**src/rtl/core/fdep_pkg.sv**
```systemverilog
package fdep_pkg;

    // long-name storage bound and derived sizes
    localparam int LONG_MAX   = 4;
    localparam int UNITS      = 13;
    localparam int NAME_DEPTH = LONG_MAX * UNITS;
    localparam int NAME_AW    = $clog2(NAME_DEPTH);
    localparam int SEG_W      = $clog2(LONG_MAX + 1);
    localparam int SEG_IW     = (LONG_MAX > 1) ? $clog2(LONG_MAX) : 1;
    localparam int LEN_W      = $clog2(UNITS + 1);
    localparam int SHORT_LEN  = 11;
    localparam int SHORT_IW   = $clog2(SHORT_LEN + 1);

    // marker bytes and characters
    localparam logic [7:0] BYTE_END        = 8'h00;
    localparam logic [7:0] BYTE_DELETED    = 8'hE5;
    localparam logic [7:0] BYTE_DOT        = 8'h2E;
    localparam logic [7:0] BYTE_FF         = 8'hFF;
    localparam logic [7:0] ATTR_LONG       = 8'h0F;
    localparam logic [7:0] ATTR_NODOT_MASK = 8'h18;
    localparam logic [7:0] CHAR_SPACE      = 8'h20;
    localparam logic [7:0] CHAR_PERIOD     = 8'h2E;

    // controller to datapath
    typedef struct packed {
        logic take;
        logic start;
        logic l_read;
        logic l_push;
        logic l_next_seg;
        logic s_step;
        logic finish;
    } fdep_cmd_t;

    // datapath to controller
    typedef struct packed {
        logic short_done;
        logic lng;
        logic l_has;
        logic l_seg_zero;
        logic s_done;
        logic out_free;
    } fdep_status_t;

    // entry offset that completes a utf-16 unit of a long-name entry
    function automatic logic unit_hi(input logic [4:0] pos);
        unit_hi = pos inside {5'd2, 5'd4, 5'd6, 5'd8, 5'd10, 5'd15, 5'd17,
                              5'd19, 5'd21, 5'd23, 5'd25, 5'd29, 5'd31};
    endfunction

endpackage

```
**src/rtl/core/fdep_ctrl.sv**
```systemverilog
module fdep_ctrl
    import fdep_pkg::*;
(
    input  logic         clk,
    input  logic         rst_n,
    input  logic         in_valid,
    input  fdep_status_t st,
    output fdep_cmd_t    cmd,
    output logic         in_stall
);

    typedef enum logic [2:0] {
        ST_IDLE,
        ST_LSCAN,
        ST_LUSE,
        ST_SSCAN,
        ST_FINISH
    } state_t;

    state_t state_reg;
    state_t state_next;

    // next state and commands
    always_comb
    begin
        state_next = state_reg;
        cmd        = '0;
        case (state_reg)
            ST_IDLE:
            begin
                cmd.take = in_valid;
                if (st.short_done)
                begin
                    cmd.start  = 1'b1;
                    state_next = st.lng ? ST_LSCAN : ST_SSCAN;
                end
            end
            ST_LSCAN:
            begin
                if (st.l_has)
                begin
                    cmd.l_read = 1'b1;
                    state_next = ST_LUSE;
                end
                else if (st.l_seg_zero)
                begin
                    state_next = ST_FINISH;
                end
                else
                begin
                    cmd.l_next_seg = 1'b1;
                end
            end
            ST_LUSE:
            begin
                if (st.out_free)
                begin
                    cmd.l_push = 1'b1;
                    state_next = ST_LSCAN;
                end
            end
            ST_SSCAN:
            begin
                if (st.s_done)
                begin
                    state_next = ST_FINISH;
                end
                else if (st.out_free)
                begin
                    cmd.s_step = 1'b1;
                end
            end
            ST_FINISH:
            begin
                if (st.out_free)
                begin
                    cmd.finish = 1'b1;
                    state_next = ST_IDLE;
                end
            end
            default:
            begin
                state_next = ST_IDLE;
            end
        endcase
    end

    // state register
    always_ff @(posedge clk or negedge rst_n)
    begin
        if (!rst_n)
        begin
            state_reg <= ST_IDLE;
        end
        else
        begin
            state_reg <= state_next;
        end
    end

    assign in_stall = (state_reg != ST_IDLE);

endmodule

```
**config.mk**
```make
export PLATFORM = sky130hd
export DESIGN_NAME = fdep_ctrl
export DESIGN_NICKNAME = d
export VERILOG_FILES = /design/src/rtl/core/fdep_pkg.sv /design/src/rtl/core/fdep_ctrl.sv
export SDC_FILE = /design/constraint.sdc
export NUM_CORES = 1
export LEC_CHECK = 0
export ABC_CLOCK_PERIOD_IN_PS = 1500
export BUFFER_PORTS_ARGS = -buffer_cell sky130_fd_sc_hd__buf_2
export CAP_MARGIN = 20
export CORE_AREA = 2 2 39 41
export DETAILED_ROUTE_END_ITERATION = 10
export DIE_AREA = 0 0 41 43
export GPL_TIMING_DRIVEN = 0
export PLACE_DENSITY = 0.5
export SYNTH_ARGS = -nofsm -noshare
export SYNTH_HDL_FRONTEND = slang
export SYNTH_SLANG_ARGS = --single-unit
```
**constraint.sdc**
```tcl
create_clock -name clk -period 1.5 [get_ports clk]
set_clock_uncertainty 0.2 [all_clocks]
set_input_delay 0.3 -clock clk [delete_from_list [all_inputs] [get_ports clk]]
set_output_delay 0.3 -clock clk [all_outputs]
set_load 0.005 [all_outputs]
```
==> results.json <==
{
  "ys.flop_type": "dfrtp_1",
  "dieWidth_um": 41,
  "grt_max_degree": 9,
  "die_area_um2": 1760,
  "synth-simple-area-share_pct": 37.6,
  "dp_hpwl_um": 566,
  "fmax_mhz": 586,
  "synth_warnings": 0,
  "cts.sinks": 3,
  "final_max_slew_viol_count": 0,
  "pin_count": 17,
  "cp_max_fo": 6,
  "peakVddDrop_uv": 633,
  "fillerInstances": 165,
  "setup_viol": 8,
  "first_global_vias": 357,
  "antenna_found_initial": 0,
  "power_density_nw_per_um2": 1790,
  "ant_nets": 0,
  "yosys_register_bits": 3,
  "synthesis.area_um2": 283,
  "period_needed_ps": 1710,
  "synthArstFlopShare_pct": 100,
  "area_growth_pct": 74.3,
  "clk_pin_slew_ps": 40,
  "setup_ws_ps": -207,
  "synth_fa_ha_area_share_pct": 0,
  "whs_path_depth": 3,
  "synth.top_cell.area_share_pct": 26.5,
  "portBuffers": 16,
  "synthTopCellsByArea": "dfrtp_1 (27%), nor3_1 (8.8%), inv_1 (5.3%)",
  "synthMuxAreaShare_pct": 0,
  "clockBufferDepth": 2,
  "drt-total-wl_um": 821,
  "synth_cell_types": 22,
  "crit_type": "register to primary output",
  "relSlewSlack_pct": 85.4,
  "ys_seq_area_share_pct": 26.5,
  "cap_violations": 0,
  "num_antenna_cells": 0,
  "gr-usage-all-layers_pct": 11.9,
  "p_leak_nw": 0.243,
  "rr_startpoint": "state_reg[1]",
  "worst_r2r_endpoint": "state_reg[0]",
  "syn-num-nets": 45,
  "core_area_um2": 1380,
  "status": "complete, but fails checks",
  "synth_top_family_by_area": "simple AND/OR/NAND/NOR gates",
  "die_h_um": 43,
  "grt_pass1_wl_um": 1360,
  "gp_congestion": 0.674,
  "rrSetupSlack_ps": 140,
  "rows": 14,
  "netlist_instances": 36,
  "violations": "negative setup slack",
  "arrival_ps": 1210,
  "whs_endpoint": "state_reg[2]",
  "cts_inserted_buffers": 3,
  "cts_tree": "built",
  "p_total_mw": 0.883,
  "synthXorXnorAreaFrac_pct": 0,
  "vias": 355,
  "synth-edff-count": 0,
  "overflow": 0,
  "fin_nets": 71,
  "drtIter0Drc": 14,
  "synth_compound_area_share_pct": 23.9,
  "drt-pass1-iter-count": 3,
  "start_util_pct": 20.4,
  "synth_top_area_cell": "dfrtp_1",
  "postSynthAreaPerCell_um2": 7.85,
  "vias_per_cell": 4.61,
  "hold_violations": 0,
  "critPathLaunchType": "register",
  "reg2regPathDepth": 3,
  "hp-class": "primary input to register",
  "post-route-drc-count": 0,
  "place_area_um2": 383,
  "design_area_um2": 493,
  "crit_path_end_kind": "primary output",
  "hold_start": "st[1]",
  "largest_reg_flops": 3,
  "wl_per_cell_um": 10.7,
  "drive_above_1_share_pct": 62.3,
  "rsz0062_at_grt": "yes",
  "yosysMostFrequentCell": "nor3_1",
  "root_buffer": "clkbuf_4",
  "h-tree-depth": 1,
  "worstMarginPinSlew_ps": 219,
  "insertion_delay_ps": 230,
  "synthTopCellsByCount": "nor3_1 (5), inv_1 (4), dfrtp_1 (3), nand2_1 (3), nor2_1 (3)",
  "crit_required_ps": 1000,
  "fin_crit_sh_pct": 114
}
==> cell type report <==
cell class	count	area, um^2	share of cell area [%]
multi-input cells	27	215	43.7
inverters	4	15.0	3.05
plain buffers	1	11.3	2.28
well taps	16	20.0	4.06
clock buffers	4	26.3	5.33
repair buffers	22	128	25.9
flip-flops and latches	3	77.6	15.7
==> how the worst max path moves through the flow <==
stage                            start  endpoint  slack, ps  cells after the start
after global placement    state_reg[1]    cmd[2]       -120                      4
after detailed placement  state_reg[1]    cmd[2]       -130                      4
after global routing      state_reg[1]    cmd[2]       -260                      3
after floorplan           state_reg[1]    cmd[2]          6                      3
final                     state_reg[1]    cmd[2]       -210                      3
after CTS                 state_reg[1]    cmd[2]       -300                      4
==> critical path: stages, from the launching register on <==
cell	delay, ps
dfrtp_2	440
or3_4	350
nor2_2	80
buf_2	110
==> metrics by stage <==
| stage | setup slack [ps] | cells | hold slack [ps] | TNS [ps] | utilization (%) |
|---|---|---|---|---|---|
| final | -207 | 77 | 178 | -973 | 35.6 |
| after global routing | -263 | 77 | 182 | -1510 | 35.6 |
| after CTS | -302 | 78 | 176 | -1640 | 35.3 |
| after detailed placement | -134 | 68 | -104 | -221 | 27.7 |
| after global placement | -117 | 68 | -103 | -165 | 27.7 |
| after floorplan | 6.25 | 36 | -196 | 0 | - |
==> layer usage <==
layer | wire length, um | vias to the layer above | global-route usage [%]
li1 | - | 177 | -
met1 | 365 | 166 | 13.3
met2 | 393 | 12 | 18.4
met3 | 62 | 0 | 4.71
met4 | 0 | 0 | 6.00
met5 | 0 | - | 0
==> kinds of logic after synthesis <==
| logic type | Yosys count |
|---|---|
| AOI/OAI and AO/OA | 9 |
| DFF | 3 |
| buffers and inverters | 6 |
| and+or+nand+nor | 18 |
==> layout by cell type, fill, tap and decap left out, types with 2 or more instances in the layout <==
| cell | netlist | layout |
|---|---|---|
| and2_1 | 2 | 2 |
| buf_2 | 0 | 16 |
| buf_4 | 1 | 5 |
| clkbuf_4 | 0 | 3 |
| dfrtp_2 | 0 | 2 |
| inv_1 | 4 | 4 |
| nand2_1 | 3 | 2 |
| nor2_1 | 3 | 2 |
| nor3_2 | 0 | 4 |
==> power by group <==
| group | internal (mW) | total, mW | leakage (nW) | switching [mW] |
|---|---|---|---|---|
| Combinational | 0.295 | 0.569 | 0.193 | 0.274 |
| Clock | 0.0994 | 0.138 | 0.0150 | 0.0382 |
| Sequential | 0.125 | 0.176 | 0.0353 | 0.0510 |
==> timing repair <==
action,CTS,global route
resized for setup,8,4
pin swaps,4,5
setup endpoints to repair,8,8
cloned,0,0
setup buffers,5,0
hold buffers,1,0
endpoints found under the hold margin,3,0
Note: power is estimated with default switching activity, not from simulation.
