==> config.mk <==
export PLATFORM = sky130hd
export DESIGN_NAME = fdep_dp
export DESIGN_NICKNAME = d
export VERILOG_FILES = /design/src/rtl/core/fdep_pkg.sv /design/src/rtl/core/fdep_dp.sv
export SDC_FILE = /design/constraint.sdc
export NUM_CORES = 1
export LEC_CHECK = 0
export BUFFER_PORTS_ARGS = -buffer_cell sky130_fd_sc_hd__buf_2
export CAP_MARGIN = 20
export CORE_ASPECT_RATIO = 1.2
export CORE_MARGIN = 2
export CORE_UTILIZATION = 35
export CTS_BUF_LIST = sky130_fd_sc_hd__clkbuf_8
export CTS_CLUSTER_SIZE = 14
export DETAILED_ROUTE_END_ITERATION = 10
export GPL_TIMING_DRIVEN = 0
export PLACE_DENSITY_LB_ADDON = 0.25
export SLEW_MARGIN = 20
export SYNTH_ARGS = -nofsm -noshare
export SYNTH_HDL_FRONTEND = slang
export SYNTH_SLANG_ARGS = --single-unit
==> constraint.sdc <==
create_clock -name clk -period 12.16 [get_ports clk]
set_input_delay 2.432 -clock clk [delete_from_list [all_inputs] [get_ports clk]]
set_output_delay 2.432 -clock clk [all_outputs]
set_load 0.05 [all_outputs]
==> src/rtl/core/fdep_pkg.sv <==
package fdep_pkg;

    // long-name storage bound and derived sizes
    localparam int LONG_MAX   = 4;
    localparam int UNITS      = 13;
    localparam int NAME_DEPTH = LONG_MAX * UNITS;
    localparam int NAME_AW    = $clog2(NAME_DEPTH);
    localparam int SEG_W      = $clog2(LONG_MAX + 1);
    localparam int SEG_IW     = (LONG_MAX > 1) ? $clog2(LONG_MAX) : 1;
    localparam int LEN_W      = $clog2(UNITS + 1);
    localparam int SHORT_LEN  = 11;
    localparam int SHORT_IW   = $clog2(SHORT_LEN + 1);

    // marker bytes and characters
    localparam logic [7:0] BYTE_END        = 8'h00;
    localparam logic [7:0] BYTE_DELETED    = 8'hE5;
    localparam logic [7:0] BYTE_DOT        = 8'h2E;
    localparam logic [7:0] BYTE_FF         = 8'hFF;
    localparam logic [7:0] ATTR_LONG       = 8'h0F;
    localparam logic [7:0] ATTR_NODOT_MASK = 8'h18;
    localparam logic [7:0] CHAR_SPACE      = 8'h20;
    localparam logic [7:0] CHAR_PERIOD     = 8'h2E;

    // controller to datapath
    typedef struct packed {
        logic take;
        logic start;
        logic l_read;
        logic l_push;
        logic l_next_seg;
        logic s_step;
        logic finish;
    } fdep_cmd_t;

    // datapath to controller
    typedef struct packed {
        logic short_done;
        logic lng;
        logic l_has;
        logic l_seg_zero;
        logic s_done;
        logic out_free;
    } fdep_status_t;

    // entry offset that completes a utf-16 unit of a long-name entry
    function automatic logic unit_hi(input logic [4:0] pos);
        unit_hi = pos inside {5'd2, 5'd4, 5'd6, 5'd8, 5'd10, 5'd15, 5'd17,
                              5'd19, 5'd21, 5'd23, 5'd25, 5'd29, 5'd31};
    endfunction

endpackage

==> src/rtl/core/fdep_dp.sv <==
module fdep_dp
    import fdep_pkg::*;
(
    input  logic         clk,
    input  logic         rst_n,
    input  logic [7:0]   data_byte,
    input  logic         restart,
    input  logic         out_stall,
    input  fdep_cmd_t    cmd,
    output fdep_status_t st,
    output logic         out_valid,
    output logic [7:0]   name_char,
    output logic         last,
    output logic [5:0]   attributes,
    output logic [31:0]  first_cluster,
    output logic [31:0]  size_bytes,
    output logic         long_name,
    output logic         name_truncated,
    output logic [15:0]  slot_index
);

    localparam logic [4:0] POS_ATTR = 5'd11;
    localparam logic [4:0] POS_LAST = 5'd31;

    // entry collection state
    logic [4:0]         pos_reg, pos_next;
    logic               ended_reg, ended_next;
    logic [15:0]        slot_reg, slot_next;
    logic [SEG_W-1:0]   count_reg, count_next;
    logic               ovf_reg, ovf_next;
    logic [NAME_AW-1:0] seg_base_reg, seg_base_next;
    logic [LEN_W-1:0]   seg_len_reg [LONG_MAX];
    logic [LEN_W-1:0]   seg_len_next [LONG_MAX];
    logic               stop_reg, stop_next;
    logic [LEN_W-1:0]   unit_n_reg, unit_n_next;
    logic [7:0]         prev_reg, prev_next;

    // entry bytes kept for the short name and metadata
    logic [7:0]         name_bytes_reg [SHORT_LEN];
    logic [7:0]         attr_reg;
    logic [31:0]        cluster_reg;
    logic [31:0]        size_reg;

    // long-name store
    logic [7:0]         name_mem [NAME_DEPTH];
    logic [7:0]         rd_data_reg;
    logic               mem_we;
    logic [NAME_AW-1:0] mem_waddr;
    logic [NAME_AW-1:0] rd_addr;

    // emission state
    logic [SEG_IW-1:0]  emit_seg_reg, emit_seg_next;
    logic [NAME_AW-1:0] emit_base_reg, emit_base_next;
    logic [SHORT_IW-1:0] emit_i_reg, emit_i_next;
    logic               dot_reg, dot_next;
    logic               lng_reg, lng_next;
    logic               trunc_reg, trunc_next;
    logic [15:0]        emit_slot_reg, emit_slot_next;
    logic               pend_valid_reg, pend_valid_next;
    logic [7:0]         pend_char_reg, pend_char_next;

    // output register
    logic               out_valid_reg, out_valid_next;
    logic [7:0]         out_char_reg, out_char_next;
    logic               out_last_reg, out_last_next;
    logic [5:0]         out_attr_reg, out_attr_next;
    logic [31:0]        out_cluster_reg, out_cluster_next;
    logic [31:0]        out_size_reg, out_size_next;
    logic               out_long_reg, out_long_next;
    logic               out_trunc_reg, out_trunc_next;
    logic [15:0]        out_slot_reg, out_slot_next;

    logic               byte_we;
    logic [4:0]         wr_pos;
    logic               short_done;
    logic               lng_any;
    logic [LEN_W-1:0]   seg_len_cur;
    logic [7:0]         short_byte;
    logic               push_en;
    logic [7:0]         push_char;
    logic [SEG_W-1:0]   count_m1;

    // status toward the controller
    always_comb
    begin
        lng_any = 1'b0;
        for (int e = 0; e < LONG_MAX; e++)
        begin
            lng_any = lng_any | (seg_len_reg[e] != '0);
        end
    end

    assign seg_len_cur = seg_len_reg[emit_seg_reg];
    assign short_byte  = (emit_i_reg < SHORT_IW'(SHORT_LEN))
                         ? name_bytes_reg[emit_i_reg] : BYTE_END;

    assign st.short_done = short_done;
    assign st.lng        = lng_any;
    assign st.l_has      = (emit_i_reg != seg_len_cur);
    assign st.l_seg_zero = (emit_seg_reg == '0);
    assign st.s_done     = (emit_i_reg == SHORT_IW'(SHORT_LEN)) || (short_byte == BYTE_END);
    assign st.out_free   = !out_valid_reg || !out_stall;

    assign count_m1 = count_reg - SEG_W'(1);
    assign rd_addr  = NAME_AW'(emit_base_reg + NAME_AW'(emit_i_reg));

    // collection, emission and output next state
    always_comb
    begin
        pos_next        = pos_reg;
        ended_next      = ended_reg;
        slot_next       = slot_reg;
        count_next      = count_reg;
        ovf_next        = ovf_reg;
        seg_base_next   = seg_base_reg;
        seg_len_next    = seg_len_reg;
        stop_next       = stop_reg;
        unit_n_next     = unit_n_reg;
        prev_next       = prev_reg;
        emit_seg_next   = emit_seg_reg;
        emit_base_next  = emit_base_reg;
        emit_i_next     = emit_i_reg;
        dot_next        = dot_reg;
        lng_next        = lng_reg;
        trunc_next      = trunc_reg;
        emit_slot_next  = emit_slot_reg;
        pend_valid_next = pend_valid_reg;
        pend_char_next  = pend_char_reg;
        out_valid_next  = out_valid_reg && out_stall;
        out_char_next   = out_char_reg;
        out_last_next   = out_last_reg;
        out_attr_next   = out_attr_reg;
        out_cluster_next = out_cluster_reg;
        out_size_next   = out_size_reg;
        out_long_next   = out_long_reg;
        out_trunc_next  = out_trunc_reg;
        out_slot_next   = out_slot_reg;
        byte_we         = 1'b0;
        wr_pos          = pos_reg;
        short_done      = 1'b0;
        mem_we          = 1'b0;
        mem_waddr       = seg_base_reg;
        push_en         = 1'b0;
        push_char       = BYTE_END;

        // incoming byte
        if (cmd.take)
        begin
            if (restart)
            begin
                pos_next      = '0;
                ended_next    = 1'b0;
                slot_next     = '0;
                count_next    = '0;
                ovf_next      = 1'b0;
                seg_base_next = '0;
                for (int e = 0; e < LONG_MAX; e++)
                begin
                    seg_len_next[e] = '0;
                end
            end
            if (!ended_next)
            begin
                byte_we = 1'b1;
                wr_pos  = pos_next;
                if (wr_pos == '0)
                begin
                    stop_next   = 1'b0;
                    unit_n_next = '0;
                end
                // long-name unit, low byte is the previous one
                if (unit_hi(wr_pos) && !stop_next)
                begin
                    if ((prev_reg == BYTE_END && data_byte == BYTE_END) ||
                        (prev_reg == BYTE_FF && data_byte == BYTE_FF))
                    begin
                        stop_next = 1'b1;
                    end
                    else if (prev_reg != BYTE_END)
                    begin
                        mem_we      = (count_next < SEG_W'(LONG_MAX));
                        mem_waddr   = NAME_AW'(seg_base_next + NAME_AW'(unit_n_next));
                        unit_n_next = unit_n_next + LEN_W'(1);
                    end
                end
                prev_next = data_byte;
                pos_next  = wr_pos + 5'd1;
                // entry complete
                if (wr_pos == POS_LAST)
                begin
                    if (name_bytes_reg[0] == BYTE_END)
                    begin
                        ended_next = 1'b1;
                    end
                    else
                    begin
                        if (name_bytes_reg[0] != BYTE_DELETED && name_bytes_reg[0] != BYTE_DOT)
                        begin
                            if (attr_reg == ATTR_LONG)
                            begin
                                if (count_next < SEG_W'(LONG_MAX))
                                begin
                                    seg_len_next[count_next[SEG_IW-1:0]] = unit_n_next;
                                    count_next    = count_next + SEG_W'(1);
                                    seg_base_next = NAME_AW'(seg_base_next + NAME_AW'(UNITS));
                                end
                                else
                                begin
                                    ovf_next = 1'b1;
                                end
                            end
                            else
                            begin
                                short_done = 1'b1;
                            end
                        end
                        if (slot_next != 16'hFFFF)
                        begin
                            slot_next = slot_next + 16'd1;
                        end
                    end
                end
            end
        end

        // start of a name
        if (cmd.start)
        begin
            emit_seg_next   = count_m1[SEG_IW-1:0];
            emit_base_next  = NAME_AW'(seg_base_reg - NAME_AW'(UNITS));
            emit_i_next     = '0;
            dot_next        = ((attr_reg & ATTR_NODOT_MASK) == BYTE_END);
            lng_next        = lng_any;
            trunc_next      = ovf_reg;
            emit_slot_next  = slot_reg;
            pend_valid_next = 1'b0;
        end

        // walk long-name segments, newest first
        if (cmd.l_next_seg)
        begin
            emit_seg_next  = emit_seg_reg - SEG_IW'(1);
            emit_base_next = NAME_AW'(emit_base_reg - NAME_AW'(UNITS));
            emit_i_next    = '0;
        end
        if (cmd.l_push)
        begin
            push_en     = 1'b1;
            push_char   = rd_data_reg;
            emit_i_next = emit_i_reg + SHORT_IW'(1);
        end

        // 8.3 name character
        if (cmd.s_step)
        begin
            emit_i_next = emit_i_reg + SHORT_IW'(1);
            if (short_byte == CHAR_SPACE)
            begin
                if (dot_reg)
                begin
                    push_en   = 1'b1;
                    push_char = CHAR_PERIOD;
                    dot_next  = 1'b0;
                end
            end
            else
            begin
                push_en   = 1'b1;
                push_char = short_byte;
            end
        end

        // one-character hold so the final beat can be marked
        if (push_en)
        begin
            if (pend_valid_reg)
            begin
                out_valid_next   = 1'b1;
                out_char_next    = pend_char_reg;
                out_last_next    = 1'b0;
                out_attr_next    = '0;
                out_cluster_next = '0;
                out_size_next    = '0;
                out_long_next    = lng_reg;
                out_trunc_next   = trunc_reg;
                out_slot_next    = '0;
            end
            pend_valid_next = 1'b1;
            pend_char_next  = push_char;
        end

        // final beat with metadata, then drop the long-name collection
        if (cmd.finish)
        begin
            out_valid_next   = 1'b1;
            out_char_next    = pend_valid_reg ? pend_char_reg : BYTE_END;
            out_last_next    = 1'b1;
            out_attr_next    = attr_reg[5:0];
            out_cluster_next = cluster_reg;
            out_size_next    = size_reg;
            out_long_next    = lng_reg;
            out_trunc_next   = trunc_reg;
            out_slot_next    = emit_slot_reg;
            pend_valid_next  = 1'b0;
            count_next       = '0;
            ovf_next         = 1'b0;
            seg_base_next    = '0;
            for (int e = 0; e < LONG_MAX; e++)
            begin
                seg_len_next[e] = '0;
            end
        end
    end

    // control registers
    always_ff @(posedge clk or negedge rst_n)
    begin
        if (!rst_n)
        begin
            pos_reg        <= '0;
            ended_reg      <= 1'b0;
            slot_reg       <= '0;
            count_reg      <= '0;
            ovf_reg        <= 1'b0;
            seg_base_reg   <= '0;
            stop_reg       <= 1'b0;
            unit_n_reg     <= '0;
            pend_valid_reg <= 1'b0;
            out_valid_reg  <= 1'b0;
            for (int e = 0; e < LONG_MAX; e++)
            begin
                seg_len_reg[e] <= '0;
            end
        end
        else
        begin
            pos_reg        <= pos_next;
            ended_reg      <= ended_next;
            slot_reg       <= slot_next;
            count_reg      <= count_next;
            ovf_reg        <= ovf_next;
            seg_base_reg   <= seg_base_next;
            stop_reg       <= stop_next;
            unit_n_reg     <= unit_n_next;
            pend_valid_reg <= pend_valid_next;
            out_valid_reg  <= out_valid_next;
            seg_len_reg    <= seg_len_next;
        end
    end

    // payload registers
    always_ff @(posedge clk)
    begin
        prev_reg        <= prev_next;
        emit_seg_reg    <= emit_seg_next;
        emit_base_reg   <= emit_base_next;
        emit_i_reg      <= emit_i_next;
        dot_reg         <= dot_next;
        lng_reg         <= lng_next;
        trunc_reg       <= trunc_next;
        emit_slot_reg   <= emit_slot_next;
        pend_char_reg   <= pend_char_next;
        out_char_reg    <= out_char_next;
        out_last_reg    <= out_last_next;
        out_attr_reg    <= out_attr_next;
        out_cluster_reg <= out_cluster_next;
        out_size_reg    <= out_size_next;
        out_long_reg    <= out_long_next;
        out_trunc_reg   <= out_trunc_next;
        out_slot_reg    <= out_slot_next;
    end

    // entry byte capture
    always_ff @(posedge clk)
    begin
        if (byte_we)
        begin
            if (wr_pos < 5'(SHORT_LEN))
            begin
                name_bytes_reg[wr_pos[SHORT_IW-1:0]] <= data_byte;
            end
            case (wr_pos)
                POS_ATTR: attr_reg            <= data_byte;
                5'd20:    cluster_reg[23:16]  <= data_byte;
                5'd21:    cluster_reg[31:24]  <= data_byte;
                5'd26:    cluster_reg[7:0]    <= data_byte;
                5'd27:    cluster_reg[15:8]   <= data_byte;
                5'd28:    size_reg[7:0]       <= data_byte;
                5'd29:    size_reg[15:8]      <= data_byte;
                5'd30:    size_reg[23:16]     <= data_byte;
                5'd31:    size_reg[31:24]     <= data_byte;
                default:
                begin
                end
            endcase
        end
    end

    // long-name store, one write and one registered read
    always_ff @(posedge clk)
    begin
        if (mem_we)
        begin
            name_mem[mem_waddr] <= prev_reg;
        end
        if (cmd.l_read)
        begin
            rd_data_reg <= name_mem[rd_addr];
        end
    end

    assign out_valid      = out_valid_reg;
    assign name_char      = out_char_reg;
    assign last           = out_last_reg;
    assign attributes     = out_attr_reg;
    assign first_cluster  = out_cluster_reg;
    assign size_bytes     = out_size_reg;
    assign long_name      = out_long_reg;
    assign name_truncated = out_trunc_reg;
    assign slot_index     = out_slot_reg;

endmodule

==> results of run 1 <==
## path summary, 6_finish.rpt
path / endpoint / cells after the start / slack [ns]
min in group asynchronous: slot_reg[5]$_DFFE_PN0P_ / 1 / 1.50
hold / removal: long_name$_DFFE_PP_ / 0 / 0.42
setup reg to reg: name_mem[41][4]$_DFFE_PP_ / 13 / 6.98
setup / recovery: st[5] / 14 / 3.81
max in group asynchronous: out_valid$_DFF_PN0_ / 2 / 10.17
hold reg to reg: long_name$_DFFE_PP_ / 0 / 0.42
## final cells by class
cell class              instances  share of cell area (%)
clock buffers                 128                   4.774
plain buffers                  89                   1.112
repair buffers                142                   2.645
well taps                    1168                   3.961
multi-input cells             911                   22.53
inverters                      26                  0.2645
flip-flops and latches        787                   63.14
clock inverters                91                   1.570
## through the flow
stage / instances / utilization, % / instance area (um2) / setup WS, ns
6_report: 3342 / 40.62 / 36900 / 3.810
5_1_grt: 3342 / 40.62 / 36900 / 3.570
4_1_cts: 3340 / 40.58 / 36860 / 3.786
3_5_place_dp: 3121 / 38.00 / 34520 / 3.811
3_3_place_gp: 3102 / 37.58 / 34130 / 3.790
2_1_floorplan: 1813 / - / 32070 / 5.141
## worst register-to-register path, cell delays in order (launching register included)
cell and delay (ns):
dfrtp_1 0.32, clkbuf_1 0.42, nand2_1 0.19, ha_1 0.27, a21boi_0 0.44, nand2_4 0.14, inv_2 0.13, ha_1 0.27
a21oi_1 0.16, nand2_1 0.08, xor2_1 0.49, nor3b_1 0.61, nand3_1 0.31, a21oi_1 0.91
## cell usage after synthesis (7+ instances only)
cell	instances
o31ai_1	7
o21ai_0	36
nand2b_1	15
o211ai_1	8
edfxtp_1	726
nand3_1	34
buf_2	19
mux2i_1	52
nand2_1	93
xnor2_1	18
inv_1	24
a211oi_1	7
nor2_1	71
nor4_1	16
a21o_1	12
nor2b_1	21
nor3_1	22
and2_1	99
clkbuf_1	58
ha_1	24
a21oi_1	71
mux4_2	140
dfrtp_1	55
nand4_1	21
xor2_1	18
## logic make-up (layout without fill, tap and decap cells)
kind of cell / count (synthesis) / in the layout
xor gates and xnor gates: 36 / 36
DFF: 787 / 787
muxes: 198 / 198
buffers and inverters: 115 / 476
and+or+nand+nor: 434 / 434
AOI/OAI and AO/OA: 217 / 217
adders and majority gates: 26 / 26
## power breakdown
| group | internal (W) | total [W] | switching [W] |
|---|---|---|---|
| clock | 0.00112 | 0.00214 | 0.00103 |
| combinational | 0.000704 | 0.00175 | 0.00105 |
| sequential | 0.00309 | 0.00315 | 0.0000594 |
| total | 0.00491 | 0.00704 | 0.00213 |
## routing by layer
metal	up-vias	global-route usage, %	share of wire (%)	wire length, um
li1	7764	-	-	-
met4	2	5.689	2.5	1940
met1	9064	20.09	40	31030
met5	-	0	0.017	13
met2	536	29.50	52	40670
met3	132	2.762	5.2	4029
==> results.cfg, run 1 <==
[run_status]
status = complete, no violations

[global_routing]
grt_pass1_vias = 18110
antenna_found_initial = 3
gr-total-overflow = 0
grt_pass1_wl_mm = 116.0
grt_max_degree = 59
grt_usage_pct = 16.50

[timing]
hold_viol_final = 0
report.final.slew_viol_count = 0
layout_min_cycle_time_ns = 8.350
fin_setup_tns_ns = 0
holdWs_ns = 0.4209
slew_headroom_pct = 25.27
clock.fmax_ghz = 0.1198
clock_skew_ns = 0.05196
worstMarginPinSlew_ns = 1.121
setup_viol = 0
rsz0062_at_grt = no
period_share_pct = 68.67

[routing]
drc = 0
drt_iter0_drc = 1562
ant_nets = 0
vias = 17500
first_pass_iters = 5
via_per_inst = 5.236
finalWirelength_mm = 77.69
wl_per_cell_um = 23.25

[worst_hold_path]
hold_path.class = reg2reg
hold_start = lng_reg$_DFFE_PP_

[worst_setup_path]
crit_type = in2out
cp.required_ns = 9.73
path_buf_inv = 8
crit_path_start = restart
cp-end-kind = primary output
crit_arrival_ns = 5.92
crit_path_start_kind = primary input
critPathSlowestCell = clkbuf_1
slowest_delay_ns = 0.50
worstPathMaxFanout = 10
r2r-start = pos_reg[0]$_DFFE_PN0P_
path_cells = buf_2 > buf_2 > inv_1 > clkbuf_1 > nand2_1 > inv_1 > ha_1 > and4_1 > ha_1 > o41ai_2 > buf_2 > nor4_1 > buf_4 > buf_2
crit_top_cell = buf_2
critical-path-top-delay-family = buffers and inverters

[synth]
synthAdderAreaFrac_pct = 1.061
synthSimpleGateAreaFrac_pct = 7.203
synth_top_area_share_pct = 67.99
synth_edf_count = 726
synth_ff_type = edfxtp_1
syn_area_mm2 = 0.03207
seq_area_frac_synth_pct = 72.65
synth_area_leaders = edfxtp_1, mux4_2, dfrtp_1
ys_types = 85
synthArstFlopShare_pct = 6.989
synth_top_cell_by_area = edfxtp_1
synth_top_family_by_area = multiplexers
synthCells = 1813
synth_compound_area_share_pct = 4.628
synth.area.mux_share_pct = 11.90
syn-mean-instance-area_um2 = 17.69
yosysWarnings = 0
synth-seq-cells = 787
syn_nets = 1858
synth_xor_area_share_pct = 0.9833

[floorplan]
core_mm2 = 0.09084
fp.dieW_um = 280.3
ioPinCount = 123
dieArea_mm2 = 0.09407
die_h_um = 335.6
initial_utilization_pct = 35.30
num_rows = 121

[final_layout]
area_growth_syn_to_layout_pct = 15.07
seq_area_mm2 = 0.02330
multi_input_area_mm2 = 0.008314
layout_common_cells = edfxtp_1, mux4_2, buf_2
fin_nets = 2123
fill_cells = 8160
num_antenna_cells = 0
largest_reg_flops = 416
final_common_cell = edfxtp_1
drive_gt1_share_pct = 22.77

[cts]
clockBufferDepth = 3
cts_resized = 0
cts_max_level = 3
cts_buffers = 121
path_clk_slew_ns = 0.06
cts_setup_buffers = 0
cts_tree = done
clkLatencyLatePin_ns = 0.76
postCtsHoldBufs = 0
clock_sinks = 787
root_buffer = clkbuf_8

[power_and_ir_drop]
p_leak_nw = 12.74
ir_drop_uv = 126.7
power_density_mw_per_mm2 = 190.8
finalPower_w = 0.007041

[flow_run]
cap_violations = 0

[placed_design]
gp_congestion = 0.8689
io_buffers = 121
place_hpwl_mm = 53.55
No activity file was read; power rests on OpenSTA's default activity.
==> run 2: changes to the inputs <==
Settings changed: ABC_AREA set to 1.
Clock period 12.16 ns to 7.36 ns, I/O delays scaled along.
==> run 2 against run 1 <==
Net effect:
- die area is 3.3% higher
- cell area is 3.9% higher
- clock power is 76% higher
- critical path depth is 6 higher
==> results.cfg, run 2 <==
[synth]
synthCells = 2953
synth_area_leaders = edfxtp_1, nand2_1, nor2_1
syn-mean-instance-area_um2 = 11.22
yosys.cell_count.top_type = edfxtp_1
synthArstFlopShare_pct = 6.989
synth-seq-cells = 787
yosysWarnings = 0
synth_edf_count = 726
seq_area_frac_synth_pct = 70.30
synth_top_cell_by_area = edfxtp_1
syn_area_mm2 = 0.03314
synth_ff_type = edfxtp_1
ys_types = 47
synth_commonest_cells = edfxtp_1, nand2_1, nor2_1, o21ai_0, inv_1
synth_top_area_share_pct = 65.78
syn_nets = 2998

[worst_setup_path]
cp.required_ns = 7.76
slowest_delay_ns = 0.83
crit_arrival_ns = 6.38
path_buf_inv = 6
crit_path_start_kind = primary input
crit_type = in2reg
cp-end-kind = register
critPathSlowestCell = nor2_1
path_cells = buf_4 > clkbuf_1 > clkbuf_1 > nor2_1 > inv_1 > ha_1 > nand3_1 > inv_1 > nor2_1 > ha_1 > fa_1 > a21oi_1 > o21ai_0 > xor2_1 > nand2_1 > nand2_2 > inv_1 > nor2_2 > nand2_1 > nor2_1
worstPathMaxFanout = 10
critical-path-top-delay-family = simple AND/OR/NAND/NOR gates

[cts]
cts_tree = done
cts_resized = 0
cts_setup_buffers = 0
postCtsHoldBufs = 0
path_clk_slew_ns = 0.06
clock_sinks = 787
cts_max_level = 4
root_buffer = clkbuf_8
cts_buffers = 134
clkLatencyLatePin_ns = 0.81
clockBufferDepth = 3

[floorplan]
die_h_um = 341.1
initial_utilization_pct = 35.30
ioPinCount = 123
num_rows = 123
fp.dieW_um = 284.9
dieArea_mm2 = 0.09717
core_mm2 = 0.09388

[global_routing]
grt_max_degree = 37
antenna_found_initial = 4
grt_pass1_vias = 22320
grt_pass1_wl_mm = 134.0
grt_usage_pct = 18.22
gr-total-overflow = 0

[final_layout]
drive_gt1_share_pct = 10.93
final_common_cell = edfxtp_1
layout_common_cells = edfxtp_1, nand2_1, nor2_1
final_util_pct = 40.83
area_growth_syn_to_layout_pct = 15.65
largest_reg_flops = 416
fin_nets = 3278
stdcell_area_mm2 = 0.03833

[timing]
period_share_pct = 81.22
report.final.slew_viol_count = 0
worstMarginPinSlew_ns = 1.048
clock_skew_ns = 0.04361
hold_viol_final = 0
layout_min_cycle_time_ns = 5.978
fin_setup_tns_ns = 0
rsz0062_at_grt = no
slew_headroom_pct = 29.86
clock.fmax_ghz = 0.1673
setup_viol = 0

[routing]
via_per_inst = 4.920
first_pass_iters = 6
drc = 0
drt_iter0_drc = 1694
ant_nets = 0
finalWirelength_mm = 89.31
vias = 22590
wl_per_cell_um = 19.45

[power_and_ir_drop]
power_density_mw_per_mm2 = 329.6
ir_drop_uv = 164.2
p_leak_nw = 14.75

[placed_design]
gp_congestion = 0.9249
place_hpwl_mm = 62.39
placed_area_mm2 = 0.03576
io_buffers = 118

[worst_hold_path]
hold_path.class = reg2reg

[flow_run]
cap_violations = 0

[run_status]
status = complete, no violations
-- run 2: cell count changes after synthesis, sizes merged, moves of 110 or more --
cell | previous run | this run
inv | 25 | 254
mux4 | 145 | 0
nand2 | 94 | 542
nor2 | 71 | 480
o21ai | 38 | 295
o22ai | 3 | 113
-- run 2: layout make-up --
type / count / area [um2]
fillers: 9053 / 55550
flip-flops and latches: 787 / 23300
multi-input cells: 1774 / 8378
clock buffers: 141 / 1941
well taps: 1250 / 1564
repair buffers: 144 / 1026
inverters: 260 / 975.9
clock inverters: 101 / 614.3
plain buffers: 132 / 523.0
diodes: 3 / 7.507
-- run 2: per-stage QoR --
stage | cells | setup slack (ns) | hold slack [ns] | power [W]
after global routing | 4590 | 1.084 | 0.4206 | 0.01326
final | 4592 | 1.382 | 0.4208 | 0.01263
after floorplan | 2953 | 2.204 | 0.4003 | 0.007506
after CTS | 4589 | 1.436 | 0.4202 | 0.01268
after global placement | 4321 | 0.6773 | 0.4037 | 0.008874
after detailed placement | 4347 | 0.6287 | 0.4066 | 0.008905
-- run 2: logic make-up (layout without fill, tap and decap cells) --
family | after synthesis | count (layout) | synth area share, %
other | 0 | 3 | 0
muxes | 2 | 2 | 0.06041
buffers and inverters | 392 | 778 | 4.523
DFF | 787 | 787 | 70.30
adders and majority gates | 26 | 26 | 1.027
xor gates and xnor gates | 36 | 36 | 0.9514
AOI/OAI and AO/OA | 522 | 522 | 8.661
and+or+nand+nor | 1188 | 1188 | 14.48
-- run 2: layer usage --
layer  global-route usage [%]  wire [um]  up-vias  part of all wire, %
met3                    3.556       5587      210                  6.3
met2                    31.12      43800      780                   49
li1                         -          -    10800                    -
met1                    22.12      35870    10800                   40
met4                    8.802       4033        2                  4.5
met5                        0          9        -                0.010
-- run 2: final timing paths --
kind	end	cells past startpoint	slack, ns	from
hold reg to reg	name_truncated$_DFFE_PP_	0	0.42	trunc_reg$_DFFE_PP_
hold / removal	name_truncated$_DFFE_PP_	0	0.42	trunc_reg$_DFFE_PP_
setup / recovery	name_mem[42][2]$_DFFE_PP_	20	1.38	restart
min in group asynchronous	seg_len_reg[3]$_DFFE_PN0P_	1	0.61	rst_n
setup reg to reg	name_mem[28][2]$_DFFE_PP_	16	2.76	pos_reg[0]$_DFFE_PN0P_
max in group asynchronous	slot_reg[3]$_DFFE_PN0P_	2	6.22	rst_n
-- run 2: report_power, final --
| group | switching, W | leakage, nW | total [W] | internal (W) |
|---|---|---|---|---|
| sequential | 0.0000728 | 7.56 | 0.00516 | 0.00509 |
| combinational | 0.00274 | 5.70 | 0.00371 | 0.000973 |
| clock | 0.00180 | 1.49 | 0.00377 | 0.00196 |
-- run 2: worst register-to-register path, cell delays in order (launching register included) --
cell     delay (ns)
dfrtp_1        0.32
inv_1          0.06
nor2_1         0.27
inv_1          0.12
ha_1           0.21
nand3_1        0.18
inv_1          0.10
nor2_1         0.35
ha_1           0.28
fa_1           0.41
inv_1          0.07
nand2_1        0.04
o21ai_1        0.30
inv_1          0.19
nor2_2         0.23
nand3_1        0.26
nor2_1         0.81
==> run 3: changes to the inputs <==
Clock period 7.36 ns to 5.3 ns, I/O delays scaled along.
==> run 3 against run 2 <==
Net effect:
- clock skew up 0.0028 ns
- critical path depth down 2
- utilization up 0.12 points
- critical path type unchanged
- final cell count unchanged
- cell area up 0.29%
- clock power up 38%
- die area unchanged
- clock-buffer cell count unchanged
- highest routed layer unchanged
- first-iteration DRC count up 5.3%
- register-to-register slack worse by 1.8 ns
- largest cell class unchanged
- sequential cell count unchanged
==> results.cfg, run 3 (synthesis gave the netlist of run 2 again) <==
[run_status]
status = complete, no violations

[timing]
hold_viol_final = 0
rsz0062_at_grt = yes
worstMarginPinSlew_ns = 0.8889
setup_viol = 0
report.final.slew_viol_count = 0
clock.fmax_ghz = 0.1941
period_share_pct = 97.18
layout_min_cycle_time_ns = 5.151
slew_headroom_pct = 40.52
clock_skew_ns = 0.04639

[floorplan]
die_h_um = 341.1
ioPinCount = 123
fp.dieW_um = 284.9
dieArea_mm2 = 0.09717
core_mm2 = 0.09388
initial_utilization_pct = 35.30
num_rows = 123

[routing]
drt_iter0_drc = 1784
first_pass_iters = 6
wl_per_cell_um = 19.47
via_per_inst = 4.931
ant_nets = 0
vias = 22650
drc = 0
finalWirelength_mm = 89.40

[worst_hold_path]
hold_path.class = in2async

[placed_design]
gp_congestion = 0.9249
place_hpwl_mm = 62.39
io_buffers = 118
placed_area_mm2 = 0.03576

[power_and_ir_drop]
sw_frac_of_total_pct = 36.44
p_clk_share_pct = 29.8
ir_drop_uv = 222.7
switchingPower_w = 0.006387
p_leak_nw = 14.75
comb_power_share_pct = 29.3
finalPower_w = 0.01753
p_int_w = 0.01114
power_density_mw_per_mm2 = 456.0
pwr-share-seq_pct = 40.9

[worst_setup_path]
crit_arrival_ns = 5.56
r2r-start = pos_reg[0]$_DFFE_PN0P_
crit_type = in2reg
cp.required_ns = 5.71
crit_path_start = restart
crit_path_start_kind = primary input
cp-end-kind = register
worstPathMaxFanout = 10

[cts]
clockBufferDepth = 3
cts_max_level = 4
root_buffer = clkbuf_8
postCtsHoldBufs = 0
clock_sinks = 787
path_clk_slew_ns = 0.06
cts_tree = done
clkLatencyLatePin_ns = 0.80
cts_buffers = 134

[final_layout]
seq_area_mm2 = 0.02330
layout_common_cells = edfxtp_1, nand2_1, nor2_1
final_util_pct = 40.95
final_common_cell = edfxtp_1
stdcell_area_mm2 = 0.03844
drive_gt1_share_pct = 12.10
fill_cells = 9046
multi_input_area_mm2 = 0.008488
largest_reg_flops = 416
area_growth_syn_to_layout_pct = 15.99
fin_nets = 3278

[global_routing]
grt_pass1_vias = 22320
grt_max_degree = 37
gr-total-overflow = 0
grt_pass1_wl_mm = 134.1
antenna_found_initial = 4
grt_usage_pct = 18.23

[flow_run]
cap_violations = 0
run 3: changes by cell type in the layout (fill, tap and decap cells not counted):
| cell | previous run | this run |
|---|---|---|
| nor2_4 | 5 | 8 |
| clkbuf_2 | 0 | 1 |
| nor2_2 | 4 | 39 |
| nor2_1 | 471 | 433 |
| clkbuf_1 | 110 | 109 |
run 3: final timing paths:
kind / end / slack [ns] / cells past startpoint
min in group clk: name_truncated$_DFFE_PP_ / 0.42 / 0
worst min-delay path: seg_len_reg[3]$_DFFE_PN0P_ / 0.21 / 1
worst max register to register: name_mem[44][5]$_DFFE_PP_ / 0.91 / 16
max in group asynchronous: slot_reg[15]$_DFFE_PN0P_ / 4.57 / 2
worst min register to register: name_truncated$_DFFE_PP_ / 0.42 / 0
worst max-delay path: name_mem[44][5]$_DFFE_PP_ / 0.15 / 18
run 3: worst max-delay path, cell delays in order:
cell and delay, ns:
buf_4 0.18, clkbuf_1 0.26, clkbuf_2 0.34, nor2_1 0.35, inv_1 0.12, ha_1 0.21, nand3_1 0.18, inv_1 0.10
nor2_1 0.35, ha_1 0.28, fa_1 0.41, inv_1 0.07, nand2_1 0.04, o21ai_1 0.30, inv_1 0.19, nor2_2 0.24
nand3_1 0.32, nor2_2 0.54
run 3: power groups by stage:
stage	sequential [W]	clock [W]	combinational, W
after global routing	0.00718	0.00559	0.00563
after CTS	0.00717	0.00536	0.00509
final	0.00716	0.00522	0.00514
after detailed placement	0.00729	0	0.00507
after global placement	0.00736	0	0.00496
after floorplan	0.00752	0	0.00290
run 3: final cells by class:
class | instances | share of cell area [%]
well taps | 1250 | 4.069
plain buffers | 132 | 1.364
inverters | 260 | 2.539
multi-input cells | 1774 | 22.08
clock buffers | 141 | 5.049
clock inverters | 101 | 1.598
repair buffers | 144 | 2.669
diodes | 3 | 0.01953
flip-flops and latches | 787 | 60.61
run 3: per-stage QoR:
step	hold WS [ns]	setup TNS (ns)	setup slack [ns]	cells
6_report	0.2102	0	0.1493	4592
5_1_grt	0.1855	-2.511	-0.05856	4590
4_1_cts	0.1545	-7.507	-0.1682	4589
3_5_place_dp	0.4066	-343.92	-1.019	4347
3_3_place_gp	0.4037	-407.15	-0.9707	4321
2_1_floorplan	0.4003	0	0.5558	2953
run 3: repair_timing:
item | CTS | global route
gates resized for setup | 24 | 19
pin swaps | 0 | 0
setup endpoints to repair | 194 | 416
cloned | 0 | 0
buffers inserted | 0 | 0
run 3: per-layer routing:
metal	GRT usage (%)	vias to the layer above	part of all wire, %
met2	31.23	769	49
met5	0	-	0.011
li1	-	10810	-
met3	3.483	201	6.0
met4	8.661	2	4.4
met1	22.15	10860	40
